### config.mk
export PLATFORM = sky130hd
export DESIGN_NAME = lru_key_cache_flat
export DESIGN_NICKNAME = d
export VERILOG_FILES = /design/src/rtl/lkc_pkg.sv /design/src/rtl/lkc_if.sv /design/src/rtl/lkc_ram.sv /design/src/rtl/lkc_cmp.sv /design/src/rtl/lru_key_cache.sv /design/src/flat_wrapper.sv
export SDC_FILE = /design/constraint.sdc
export NUM_CORES = 1
export LEC_CHECK = 0
export ABC_AREA = 0
export BUFFER_PORTS_ARGS = -buffer_cell sky130_fd_sc_hd__buf_2
export CAP_MARGIN = 40
export CORE_ASPECT_RATIO = 0.8
export CORE_MARGIN = 5
export CORE_UTILIZATION = 40
export DETAILED_ROUTE_END_ITERATION = 7
export PLACE_DENSITY = 0.63
export SETUP_SLACK_MARGIN = 0.02
export SYNTH_ARGS = -nofsm -noshare
export SYNTH_HDL_FRONTEND = slang
export SYNTH_HIERARCHICAL = 1
export SYNTH_SLANG_ARGS = --single-unit
### constraint.sdc
create_clock -name clk -period 15.45 [get_ports clk]
set_clock_uncertainty 0.05 [all_clocks]
set_input_delay 0.7725 -clock clk [delete_from_list [all_inputs] [get_ports clk]]
set_output_delay 0.7725 -clock clk [all_outputs]
set_load 0.01 [all_outputs]
### src/rtl/lkc_pkg.sv
package lkc_pkg;

    localparam int ENTRIES_DEF = 4;
    localparam int KEY_W       = 64;
    localparam int STAMP_W     = 32;
    localparam int SLOT_W      = 2;
    localparam int OP_W        = 2 * KEY_W;

    localparam logic CMD_LOOKUP = 1'b0;
    localparam logic CMD_INSERT = 1'b1;

    // operation of the shared comparator
    typedef enum logic [1:0] {
        CMP_EQ = 2'b01,
        CMP_LT = 2'b10
    } cmp_mode_t;

endpackage

### src/rtl/lkc_if.sv
interface lkc_req_if;
    logic                        valid;
    logic                        ready;
    logic                        cmd;
    logic [lkc_pkg::KEY_W-1:0]   key_high;
    logic [lkc_pkg::KEY_W-1:0]   key_low;
    logic [lkc_pkg::STAMP_W-1:0] now;

    modport source (output valid, output cmd, output key_high, output key_low, output now,
                    input ready);
    modport sink   (input valid, input cmd, input key_high, input key_low, input now,
                    output ready);
endinterface

interface lkc_rsp_if;
    logic                       valid;
    logic                       ready;
    logic                       hit;
    logic [lkc_pkg::SLOT_W-1:0] slot;
    logic                       evicted;

    modport source (output valid, output hit, output slot, output evicted, input ready);
    modport sink   (input valid, input hit, input slot, input evicted, output ready);
endinterface

### src/rtl/lkc_ram.sv
module lkc_ram #(
    parameter int WIDTH = 32,
    parameter int DEPTH = 4
) (
    input  logic                                     clk,
    input  logic                                     we,
    input  logic [((DEPTH > 1) ? $clog2(DEPTH) : 1)-1:0] waddr,
    input  logic [WIDTH-1:0]                         wdata,
    input  logic [((DEPTH > 1) ? $clog2(DEPTH) : 1)-1:0] raddr,
    output logic [WIDTH-1:0]                         rdata
);

    logic [WIDTH-1:0] mem [DEPTH];

    always_ff @(posedge clk)
    begin
        if (we)
        begin
            mem[waddr] <= wdata;
        end
        rdata <= mem[raddr];
    end

endmodule

### src/rtl/lkc_cmp.sv
module lkc_cmp (
    input  lkc_pkg::cmp_mode_t          mode,
    input  logic [lkc_pkg::OP_W-1:0]    a,
    input  logic [lkc_pkg::OP_W-1:0]    b,
    output logic                        res
);

    always_comb
    begin
        case (mode)
            lkc_pkg::CMP_EQ: res = (a == b);
            lkc_pkg::CMP_LT: res = (a[lkc_pkg::STAMP_W-1:0] < b[lkc_pkg::STAMP_W-1:0]);
            default:         res = 1'b0;
        endcase
    end

endmodule

### src/rtl/lru_key_cache.sv
// Fully associative cache of 128-bit keys with least recently used replacement.
// req carries cmd (lookup or insert), the key halves and the current time; rsp
// carries hit, slot and evicted, one transfer per request, in request order.
// A lookup walks the filled entries one per cycle through a single comparator
// and stamps the first match with the time. An insert writes the next free slot,
// or once full walks all stamps with the same comparator to find the oldest.
// An insert with room and a lookup on an empty cache skip the walk. A lookup
// ends at its first match or after the last filled entry; an insert when full
// ends after the last entry.
// The walk is paced by the registered read port of the key and stamp RAMs.
// req.ready is high whenever no request is in progress, so a new request is
// taken the cycle after the previous result is registered, even while that
// result still waits on rsp. If the receiver stalls, a finished request holds
// in its last state until the output register frees up.
// Reset empties the cache (fill count zero) and clears the output valid flag;
// key and stamp RAM contents are not cleared and are never read before written.
module lru_key_cache #(
    parameter int ENTRIES = lkc_pkg::ENTRIES_DEF
) (
    input  logic          clk,
    input  logic          rst_n,
    lkc_req_if.sink       req,
    lkc_rsp_if.source     rsp
);

    localparam int IDX_W = (ENTRIES > 1) ? $clog2(ENTRIES) : 1;
    localparam int CNT_W = $clog2(ENTRIES + 1);

    typedef enum logic [2:0] {
        ST_IDLE = 3'b001,
        ST_SCAN = 3'b010,
        ST_DONE = 3'b100
    } state_t;

    state_t                         state_reg;
    logic [CNT_W-1:0]               fill_reg;
    logic                           pend_reg;
    logic                           out_valid_reg;

    logic                           cmd_reg;
    logic [lkc_pkg::KEY_W-1:0]      kh_reg;
    logic [lkc_pkg::KEY_W-1:0]      kl_reg;
    logic [lkc_pkg::STAMP_W-1:0]    now_reg;
    logic [CNT_W-1:0]               limit_reg;
    logic [CNT_W-1:0]               rd_idx_reg;
    logic [IDX_W-1:0]               pend_idx_reg;
    logic [lkc_pkg::STAMP_W-1:0]    best_reg;
    logic [IDX_W-1:0]               best_idx_reg;
    logic [IDX_W-1:0]               tgt_reg;
    logic                           hit_reg;
    logic                           evict_reg;
    logic                           wr_reg;
    logic                           out_hit_reg;
    logic [lkc_pkg::SLOT_W-1:0]     out_slot_reg;
    logic                           out_evict_reg;

    logic                           accept;
    logic                           is_ins;
    logic                           full;
    logic                           issue;
    logic                           last;
    logic                           first;
    logic                           take;
    logic                           finish;
    logic [IDX_W-1:0]               raddr;
    logic [IDX_W-1:0]               new_best_idx;
    logic [lkc_pkg::STAMP_W-1:0]    new_best;
    logic [lkc_pkg::KEY_W-1:0]      kh_dout;
    logic [lkc_pkg::KEY_W-1:0]      kl_dout;
    logic [lkc_pkg::STAMP_W-1:0]    stamp_dout;
    lkc_pkg::cmp_mode_t             cmp_mode;
    logic [lkc_pkg::OP_W-1:0]       op_a;
    logic [lkc_pkg::OP_W-1:0]       op_b;
    logic                           cmp_res;
    logic                           we_key;
    logic                           we_stamp;

    assign req.ready = (state_reg == ST_IDLE);
    assign accept    = req.valid && req.ready;
    assign is_ins    = (req.cmd == lkc_pkg::CMD_INSERT);
    assign full      = (fill_reg == CNT_W'(ENTRIES));
    assign issue     = (rd_idx_reg < limit_reg);
    assign raddr     = issue ? rd_idx_reg[IDX_W-1:0] : '0;
    assign last      = (CNT_W'(pend_idx_reg) == limit_reg - CNT_W'(1));
    assign first     = (pend_idx_reg == '0);
    assign finish    = (state_reg == ST_DONE) && (!out_valid_reg || rsp.ready);

    // one comparator: key equality on lookup, stamp less-than on replacement search
    assign cmp_mode = (cmd_reg == lkc_pkg::CMD_INSERT) ? lkc_pkg::CMP_LT : lkc_pkg::CMP_EQ;
    assign op_a = (cmd_reg == lkc_pkg::CMD_INSERT) ? lkc_pkg::OP_W'(stamp_dout)
                                                   : {kh_dout, kl_dout};
    assign op_b = (cmd_reg == lkc_pkg::CMD_INSERT) ? lkc_pkg::OP_W'(best_reg)
                                                   : {kh_reg, kl_reg};

    lkc_cmp u_cmp (
        .mode (cmp_mode),
        .a    (op_a),
        .b    (op_b),
        .res  (cmp_res)
    );

    // strict less-than keeps the lowest index on equal stamps
    assign take         = first || cmp_res;
    assign new_best_idx = take ? pend_idx_reg : best_idx_reg;
    assign new_best     = take ? stamp_dout : best_reg;

    assign we_key   = (state_reg == ST_DONE) && wr_reg && (cmd_reg == lkc_pkg::CMD_INSERT);
    assign we_stamp = (state_reg == ST_DONE) && wr_reg;

    lkc_ram #(.WIDTH(lkc_pkg::KEY_W), .DEPTH(ENTRIES)) u_key_high_ram (
        .clk   (clk),
        .we    (we_key),
        .waddr (tgt_reg),
        .wdata (kh_reg),
        .raddr (raddr),
        .rdata (kh_dout)
    );

    lkc_ram #(.WIDTH(lkc_pkg::KEY_W), .DEPTH(ENTRIES)) u_key_low_ram (
        .clk   (clk),
        .we    (we_key),
        .waddr (tgt_reg),
        .wdata (kl_reg),
        .raddr (raddr),
        .rdata (kl_dout)
    );

    lkc_ram #(.WIDTH(lkc_pkg::STAMP_W), .DEPTH(ENTRIES)) u_stamp_ram (
        .clk   (clk),
        .we    (we_stamp),
        .waddr (tgt_reg),
        .wdata (now_reg),
        .raddr (raddr),
        .rdata (stamp_dout)
    );

    always_ff @(posedge clk or negedge rst_n)
    begin
        if (!rst_n)
        begin
            state_reg     <= ST_IDLE;
            fill_reg      <= '0;
            pend_reg      <= 1'b0;
            out_valid_reg <= 1'b0;
        end
        else
        begin
            case (state_reg)
                ST_IDLE:
                begin
                    pend_reg <= 1'b0;
                    if (accept)
                    begin
                        if (is_ins && !full)
                        begin
                            fill_reg  <= fill_reg + CNT_W'(1);
                            state_reg <= ST_DONE;
                        end
                        else if (!is_ins && (fill_reg == '0))
                        begin
                            state_reg <= ST_DONE;
                        end
                        else
                        begin
                            state_reg <= ST_SCAN;
                        end
                    end
                end
                ST_SCAN:
                begin
                    pend_reg <= issue;
                    if (pend_reg && (last || (cmd_reg == lkc_pkg::CMD_LOOKUP && cmp_res)))
                    begin
                        state_reg <= ST_DONE;
                    end
                end
                ST_DONE:
                begin
                    if (finish)
                    begin
                        state_reg <= ST_IDLE;
                    end
                end
                default:
                begin
                    state_reg <= ST_IDLE;
                end
            endcase

            if (finish)
            begin
                out_valid_reg <= 1'b1;
            end
            else if (rsp.ready)
            begin
                out_valid_reg <= 1'b0;
            end
        end
    end

    always_ff @(posedge clk)
    begin
        case (state_reg)
            ST_IDLE:
            begin
                if (accept)
                begin
                    cmd_reg    <= req.cmd;
                    kh_reg     <= req.key_high;
                    kl_reg     <= req.key_low;
                    now_reg    <= req.now;
                    rd_idx_reg <= '0;
                    limit_reg  <= is_ins ? CNT_W'(ENTRIES) : fill_reg;
                    tgt_reg    <= is_ins ? IDX_W'(fill_reg) : '0;
                    hit_reg    <= 1'b0;
                    evict_reg  <= 1'b0;
                    wr_reg     <= is_ins;
                end
            end
            ST_SCAN:
            begin
                if (issue)
                begin
                    rd_idx_reg <= rd_idx_reg + CNT_W'(1);
                end
                pend_idx_reg <= raddr;
                if (pend_reg)
                begin
                    if (cmd_reg == lkc_pkg::CMD_LOOKUP)
                    begin
                        if (cmp_res)
                        begin
                            hit_reg <= 1'b1;
                            tgt_reg <= pend_idx_reg;
                            wr_reg  <= 1'b1;
                        end
                    end
                    else
                    begin
                        best_reg     <= new_best;
                        best_idx_reg <= new_best_idx;
                        if (last)
                        begin
                            tgt_reg   <= new_best_idx;
                            evict_reg <= 1'b1;
                        end
                    end
                end
            end
            ST_DONE:
            begin
                if (finish)
                begin
                    out_hit_reg   <= hit_reg;
                    out_slot_reg  <= lkc_pkg::SLOT_W'(tgt_reg);
                    out_evict_reg <= evict_reg;
                end
            end
            default:
            begin
                rd_idx_reg <= '0;
            end
        endcase
    end

    assign rsp.valid   = out_valid_reg;
    assign rsp.hit     = out_hit_reg;
    assign rsp.slot    = out_slot_reg;
    assign rsp.evicted = out_evict_reg;

`ifndef ASSERT_OFF
    a_fill_bound: assert property (@(posedge clk) disable iff (!rst_n)
        fill_reg <= CNT_W'(ENTRIES))
        else $error("fill count beyond capacity");

    a_hit_no_evict: assert property (@(posedge clk) disable iff (!rst_n)
        rsp.valid |-> !(rsp.hit && rsp.evicted))
        else $error("result flags both hit and eviction");

    a_evict_full: assert property (@(posedge clk) disable iff (!rst_n)
        (rsp.valid && rsp.evicted) |-> full)
        else $error("eviction reported while cache not full");

    a_fill_step: assert property (@(posedge clk) disable iff (!rst_n)
        (accept && is_ins && !full) |=> (fill_reg == $past(fill_reg) + CNT_W'(1)))
        else $error("insert with room did not advance fill count");
`endif

endmodule

### src/flat_wrapper.sv
// flat-port wrapper written by rule: the top's interface ports become plain ports
module lru_key_cache_flat 
#(
    parameter int ENTRIES = lkc_pkg::ENTRIES_DEF
)
  (clk, rst_n, req_valid, req_cmd, req_key_high, req_key_low, req_now, req_ready, rsp_valid, rsp_hit, rsp_slot, rsp_evicted, rsp_ready);
  lkc_req_if req_i ();
  lkc_rsp_if rsp_i ();
  input  logic clk;
  input  logic rst_n;
  input wire logic [$bits(req_i.valid)-1:0] req_valid;
  input wire logic [$bits(req_i.cmd)-1:0] req_cmd;
  input wire logic [$bits(req_i.key_high)-1:0] req_key_high;
  input wire logic [$bits(req_i.key_low)-1:0] req_key_low;
  input wire logic [$bits(req_i.now)-1:0] req_now;
  output wire logic [$bits(req_i.ready)-1:0] req_ready;
  output wire logic [$bits(rsp_i.valid)-1:0] rsp_valid;
  output wire logic [$bits(rsp_i.hit)-1:0] rsp_hit;
  output wire logic [$bits(rsp_i.slot)-1:0] rsp_slot;
  output wire logic [$bits(rsp_i.evicted)-1:0] rsp_evicted;
  input wire logic [$bits(rsp_i.ready)-1:0] rsp_ready;
  assign req_i.valid = req_valid;
  assign req_i.cmd = req_cmd;
  assign req_i.key_high = req_key_high;
  assign req_i.key_low = req_key_low;
  assign req_i.now = req_now;
  assign req_ready = req_i.ready;
  assign rsp_valid = rsp_i.valid;
  assign rsp_hit = rsp_i.hit;
  assign rsp_slot = rsp_i.slot;
  assign rsp_evicted = rsp_i.evicted;
  assign rsp_i.ready = rsp_ready;
  lru_key_cache #(.ENTRIES(ENTRIES)) u_core (.clk(clk), .rst_n(rst_n), .req(req_i), .rsp(rsp_i));
endmodule
Yosys cells after proc, flatten, opt, wreduce, memory -nomap -nowiden
Memory sizes are Yosys's and may differ from the RTL's. A register that Yosys moved wholly into a read port is not among the register bits.
Cells that the tools add are included.
{ "totals": {"output_inout_bits": 6, "reg_bits": 220, "ramBits": 640, "word_cells": 117, "memories": 3, "inputBits": 165} }
{ "memory_table": {"columns": ["name", "depth", "word_bits", "read_ports", "rd_clocked_by_memory_dff", "write_ports", "line", "rtl"], "rows": [
  ["u_core.u_key_high_ram.mem", 4, 64, 1, 1, 1, "lkc_ram.sv:13", "logic [WIDTH-1:0] mem [DEPTH];"],
  ["u_core.u_key_low_ram.mem", 4, 64, 1, 1, 1, "lkc_ram.sv:13", null],
  ["u_core.u_stamp_ram.mem", 4, 32, 1, 1, 1, "lkc_ram.sv:13", null]
]} }
{ "op_classes": {"n_reduce_logical": 28, "addsub": 3, "n_mux": 40, "eq_ne": 19, "n_lt_le_gt_ge": 2, "bitwise": 2} }
{ "op_table": {"columns": ["operator", "n"], "rows": [
  ["2-to-1 mux 128 bit", 2],
  ["equality test 128 bit", 1],
  ["less-than comparator 32 bit", 1],
  ["2-to-1 mux 3 bit", 7],
  ["2-to-1 mux 2 bit", 9],
  ["one-hot mux 3 bit (3 select lines)", 2],
  ["AND reduction 5 bit", 3],
  ["2-to-1 mux 1 bit", 14],
  ["!= test 2 x 1 -> 1 bit (second input constant)", 7],
  ["AND reduction 3 bit", 4],
  ["one-hot mux 1 bit (2 select lines)", 5],
  ["logical AND 1 bit", 8],
  ["adder 3 x 1 -> 3 bit (second input constant)", 2],
  ["equality test 3 bit (second input constant)", 2],
  ["!= test 2 bit (second input constant)", 2],
  ["one-hot mux 2 bit (2 select lines)", 1],
  ["AND reduction 2 bit", 2],
  ["AND reduction 4 bit", 1],
  ["nonzero test 2 bit", 2],
  ["equality test 2 x 3 -> 1 bit", 1],
  ["equality test 3 x 1 -> 1 bit (second input constant)", 1],
  ["equality test 3 x 2 -> 1 bit (second input constant)", 1],
  ["logical NOT 1 bit", 3],
  ["logical NOT 3 bit", 1],
  ["9 further kinds", 12]
]} }

Logic depth before layout (Yosys ltp)
{ "depth": {"ltp_word": 9, "ltp_mapped": 15} }

Modules after synthesis
Netlist, hierarchy kept.
{ "modules_own_cells": {"columns": ["mod", "cells_each", "area_per_inst_um2", "instances"], "rows": [
  ["lkc_ram (u_core.u_key_high_ram ...)", 402, 10622.7, 2],
  ["lru_key_cache", 600, 9260.1, 1],
  ["lkc_ram (u_core.u_stamp_ram)", 203, 5330.1, 1],
  ["lkc_cmp", 290, 2023.2, 1]
]} }

Worst setup path before layout
Ideal clock, no wire load.
{ "synth_timing": {"kind": "reg2reg", "startpoint": "register u_core.cmd_reg", "endpoint": "memory u_core/u_key_high_ram/mem[0][0] in the netlist's numbering (enable)", "path_stages_with_launch": 6, "setup_time_ns": 0.578, "path_buffers": 3, "arrival_time_ns": 5.940, "required_time_ns": 14.822, "synth_period_minus_slack_ns": 6.568, "setup_slack_ns": 8.882, "cell_sequence": "edfxtp_1 buf_2 buf_2 clkbuf_1 and3_1 nor3b_1"} }
{ "synth_between": {"elab_chain_len": 3} }
{ "synth_lines": {"columns": ["item", "line", "rtl"], "rows": [
  ["start: declaration", "lru_key_cache.sv:40", "logic cmd_reg;"],
  ["start signal: assignment", "lru_key_cache.sv:208", "cmd_reg <= req.cmd;"],
  ["logical AND 1 bit", "lru_key_cache.sv:107", "assign we_key = (state_reg == ST_DONE) && wr_reg && (cmd_reg == lkc_pkg::CMD_INSERT);"],
  ["via u_core.we_key", "lru_key_cache.sv:75", "logic we_key;"],
  ["2-to-1 mux 1 bit", "lkc_ram.sv:17", "if (we)"],
  ["2-to-1 mux 1 bit (implied by the code)", "lkc_ram.sv:19", "mem[waddr] <= wdata;"],
  ["end: declaration", "lkc_ram.sv:13", null]
]} }
The timed path passes the listed nets, and every way through them passes these cells.

Worst setup path in the final report
{ "layout_timing": {"startpoint": "register u_core.cmd_reg", "endpoint": "register u_core/best_reg[4] in the netlist's numbering (enable)"} }
{ "layout_between": {"elab_chain_len": 5, "elab_cells_between_ends": 10} }
{ "layout_lines": {"columns": ["item", "line", "rtl"], "rows": [
  ["2-to-1 mux 128 bit", "lru_key_cache.sv:92", "assign op_b = (cmd_reg == lkc_pkg::CMD_INSERT) ? lkc_pkg::OP_W'(best_reg)"],
  ["via u_core.op_b (one bit)", "lru_key_cache.sv:73", "logic [lkc_pkg::OP_W-1:0] op_b;"],
  ["equality test 128 bit", "lkc_cmp.sv:11", "lkc_pkg::CMP_EQ: res = (a == b);"],
  ["one-hot mux 1 bit (2 select lines)", "lkc_cmp.sv:10", "case (mode)"],
  ["via u_core.cmp_res", "lru_key_cache.sv:74", "logic cmp_res;"],
  ["logical OR 1 bit", "lru_key_cache.sv:103", "assign take = first || cmp_res;"],
  ["AND reduction 4 bit (no source line)", null, null],
  ["end signal: assignment", "lru_key_cache.sv:240", "best_reg <= new_best;"],
  ["end: declaration", "lru_key_cache.sv:47", "logic [lkc_pkg::STAMP_W-1:0] best_reg;"]
]} }
The timed path passes the listed nets, and every way through them passes these cells.
A chain may end at the register's enable or synchronous reset.

==> flow_summary.yaml <==
clock_tree:
  numCtsBuffers: 102
  cts_resized: 0
  clock_latency_ns: 0.66
  cts_tree: "done"
  clockRootBuffer: "clkbuf_16"
  h-tree-depth: 3
  path_clk_slew_ns: 0.06
  clkSinkCount: 1020
  cts_setup_buffers: 0
  ctsLongestPathBuffers: 3
routing:
  drc: 0
  drt-initial-drc-count: 1371
  wl_per_cell_um: 22.73
  first_pass_iters: 5
  vias: 17570
  wirelength_mm: 78.82
  ant_nets: 0
  routed_via_density: 5.067
setup_path:
  cp-start-kind: "flop"
  endpoint: "u_core/best_reg[4]"
  rrSetupSlack_ns: 9.93
  critPathMaxStageDelay_ns: 0.85
  end_kind: "flop"
  path_max_fanout: 194
  crit_path_start: "u_core/cmd_reg"
  critPathSlowestCell: "nor4_1"
  r2r_cells: 13
  required_ns: 15.74
  timing.rr.start: "u_core/cmd_reg"
  rr_endpoint: "u_core/best_reg[4]"
  cp.arrival_ns: 5.81
  critical_path_buf_inv_count: 5
  cp.depth: 13
  crit_family: "simple AND/OR/NAND/NOR gates"
  crit_type: "reg2reg"
  path_cells: "buf_4 -> buf_16 -> buf_12 -> nor2b_1 -> xnor2_1 -> nand4_1 -> nor4_1 -> nand4_1 -> or4_1 -> o41ai_2 -> buf_4 -> o21a_2 -> buf_12"
power_and_ir_drop:
  p_sw_share_pct: 25.52
  p_per_area_mw_per_mm2: 166.1
  net-switching-power_mw: 1.851
  power.internal_mw: 5.401
  p_seq_share_pct: 49.5
  leakage_nw: 14.67
  pwr-share-comb_pct: 16.9
  ir_drop_mv: 0.09466
  clkPwrFrac_pct: 33.6
floorplanning:
  core_area_mm2: 0.09440
  die_w_um: 354.0
  dieHeight_um: 285.2
  rows: 101
  dieArea_mm2: 0.1009
  start_util_pct: 40.10
  ios: 171
synthesis:
  synth_fa_ha_area_share_pct: 1.322
  synth_cell_types: 63
  synth.area.mux_share_pct: 11.66
  synth_top_family_by_area: "multiplexers"
  synth-simple-area-share_pct: 5.080
  synth_compound_area_share_pct: 1.656
  synth_flop_cell: "edfxtp_1"
  synthCells: 1897
  yosysTopAreaCell: "edfxtp_1"
  syn-num-nets: 2102
  ys_warn_count: 6
  synth-xor-area-share_pct: 1.365
  yosysSeqAreaShare_pct: 76.57
  synth_top_area_share_pct: 67.58
  syn_area_per_cell_um2: 19.96
  synth_area_leaders: "edfxtp_1 68%, mux4_2 8.9%, dfxtp_1 8.5%"
  synth_edf_count: 852
  netlist_area_mm2: 0.03786
  async_flop_share_pct: 0.7843
  ys_ff_latch: 1020
timing:
  timing.hold.ws_ns: 0.2376
  hold_violations: 0
  period_needed_ns: 5.521
  setup_viol: 0
  finalCritPeriodShare_pct: 35.74
  fmax_mhz: 181.1
  tightest_slew_ns: 1.068
  rsz0062_at_grt: "false"
  relSlewSlack_pct: 28.78
  setup_tns_ns: 0
  slew_violations: 0
finish:
  num-nets-final: 2346
  top_regs: "u_core/u_key_high_ram/mem (256), u_core/u_key_low_ram/mem (256), u_core/u_stamp_ram/mem (128)"
  layout-drive-gt1-share_pct: 26.96
  fill_cells: 7788
  area_growth_pct: 15.35
  final_cell_area_mm2: 0.04367
  seq_area_mm2: 0.02899
  multi_input_area_mm2: 0.008021
grt:
  grt_pass1_vias: 18630
  overflow: 0
  antenna_found_initial: 10
  grt_max_degree: 195
  grt_use_total_pct: 15.48
  grt_pass1_wl_mm: 118.5
place:
  hpwlAfterDp_mm: 48.98
  io_buffers: 170
  gp_congestion: 0.8351
  placed_cell_area_mm2: 0.04030
worst_hold_path:
  hold_path.class: "in2reg"
status:
  status: "finished clean"
run:
  maxCapViolCount: 0
==> area by class of cell <==
cell class / instances / area share (%)
Antenna cell: 2 / 0.01146
Clock buffer: 142 / 6.515
Clock inverter: 50 / 1.172
Inverter: 86 / 0.7507
Multi-Input combinational cell: 724 / 18.37
Sequential cell: 1020 / 66.38
Tap cell: 1236 / 3.541
Timing Repair Buffer: 207 / 3.258
==> synthesized netlist by cell type, types with 3 or more instances <==
cell type,count
buf_2,24
nand2_1,13
buf_12,15
o22ai_1,19
a21oi_1,17
and2_1,4
a2111oi_0,3
mux4_1,10
nor2b_1,200
xor2_1,21
a221o_1,3
a221oi_1,7
xnor2_1,38
dfxtp_1,160
buf_6,4
mux2_2,65
nor2_1,14
clkbuf_1,21
nand2b_1,11
mux2i_1,4
a22o_1,4
a21o_1,5
nor4_1,8
o2bb2ai_1,4
mux4_2,150
and3b_1,6
nor3b_1,3
edfxtp_1,852
inv_1,84
o21ai_0,5
dfrtp_1,7
ha_1,40
and3_1,4
nand3_1,13
nand4_1,20
==> cells in the final DEF (no fill, tap or decap), types with 14 or more instances in the layout <==
cell type  synthesis  final
clkbuf_16          0    104
inv_1             84     84
buf_4              1     18
nor2b_1          200    200
clkinv_2           0     20
buf_2             24    170
ha_1              40     40
o22ai_1           19     19
clkbuf_1          21     28
dfxtp_1          160    160
nor2_1            14     14
mux4_2           150    150
xnor2_1           38     38
nand4_1           20     20
a21oi_1           17     17
edfxtp_1         852    852
mux2_2            65     65
xor2_1            21     21
==> kinds of logic after synthesis <==
kind of cell    count (synthesis)
simple gates                  310
xor+xnor                       59
mux                           229
buf+inv                       153
flops                        1020
fa+ha+maj                      40
compound gates                 86
==> routing by layer <==
metal | up-vias | wire, µm | GRT usage, %
met5 | - | 81 | 0
met4 | 10 | 1838 | 4.358
met3 | 135 | 4505 | 3.217
met2 | 442 | 36760 | 24.39
met1 | 9083 | 35630 | 22.06
li1 | 7899 | - | -
==> power groups by stage <==
stage | registers [mW] | clock network [mW] | logic (mW)
floorplan | 3.56 | 0 | 0.974
global placement | 3.64 | 0 | 1.19
detailed placement | 3.64 | 0 | 1.24
CTS | 3.60 | 2.50 | 1.25
global route | 3.63 | 2.62 | 1.34
finish | 3.59 | 2.44 | 1.22
==> timing repair <==
action	in CTS	in global routing
hold endpoints to repair	7	0
hold buffers	1	0
endpoints found under the setup margin	0	0
==> worst min path at each step <==
stage                                      start                   to  slack, ns  depth (start not counted)
CTS                                  req_now[17]   u_core/now_reg[17]       0.19                          1
finish                          req_key_high[50]    u_core/kh_reg[50]       0.24                          1
floorplan                       u_core/evict_reg   u_core/rsp.evicted       0.35                          0
detailed placement  u_core/u_stamp_ram/rdata[16]  u_core/best_reg[16]       0.36                          0
global route                         req_now[17]   u_core/now_reg[17]       0.20                          1
global placement     u_core/u_stamp_ram/rdata[4]   u_core/best_reg[4]       0.36                          0
==> through the flow <==
stage	setup slack [ns]	total power, mW	util [%]	cells
after global placement	9.147	4.827	42.27	3255
final	9.929	7.252	46.26	3467
after floorplan	8.882	4.529	-	1897
after CTS	10.03	7.343	46.26	3465
after detailed placement	10.04	4.884	42.69	3272
after global routing	9.721	7.588	46.26	3465
No activity file was read; power rests on OpenSTA's default activity.
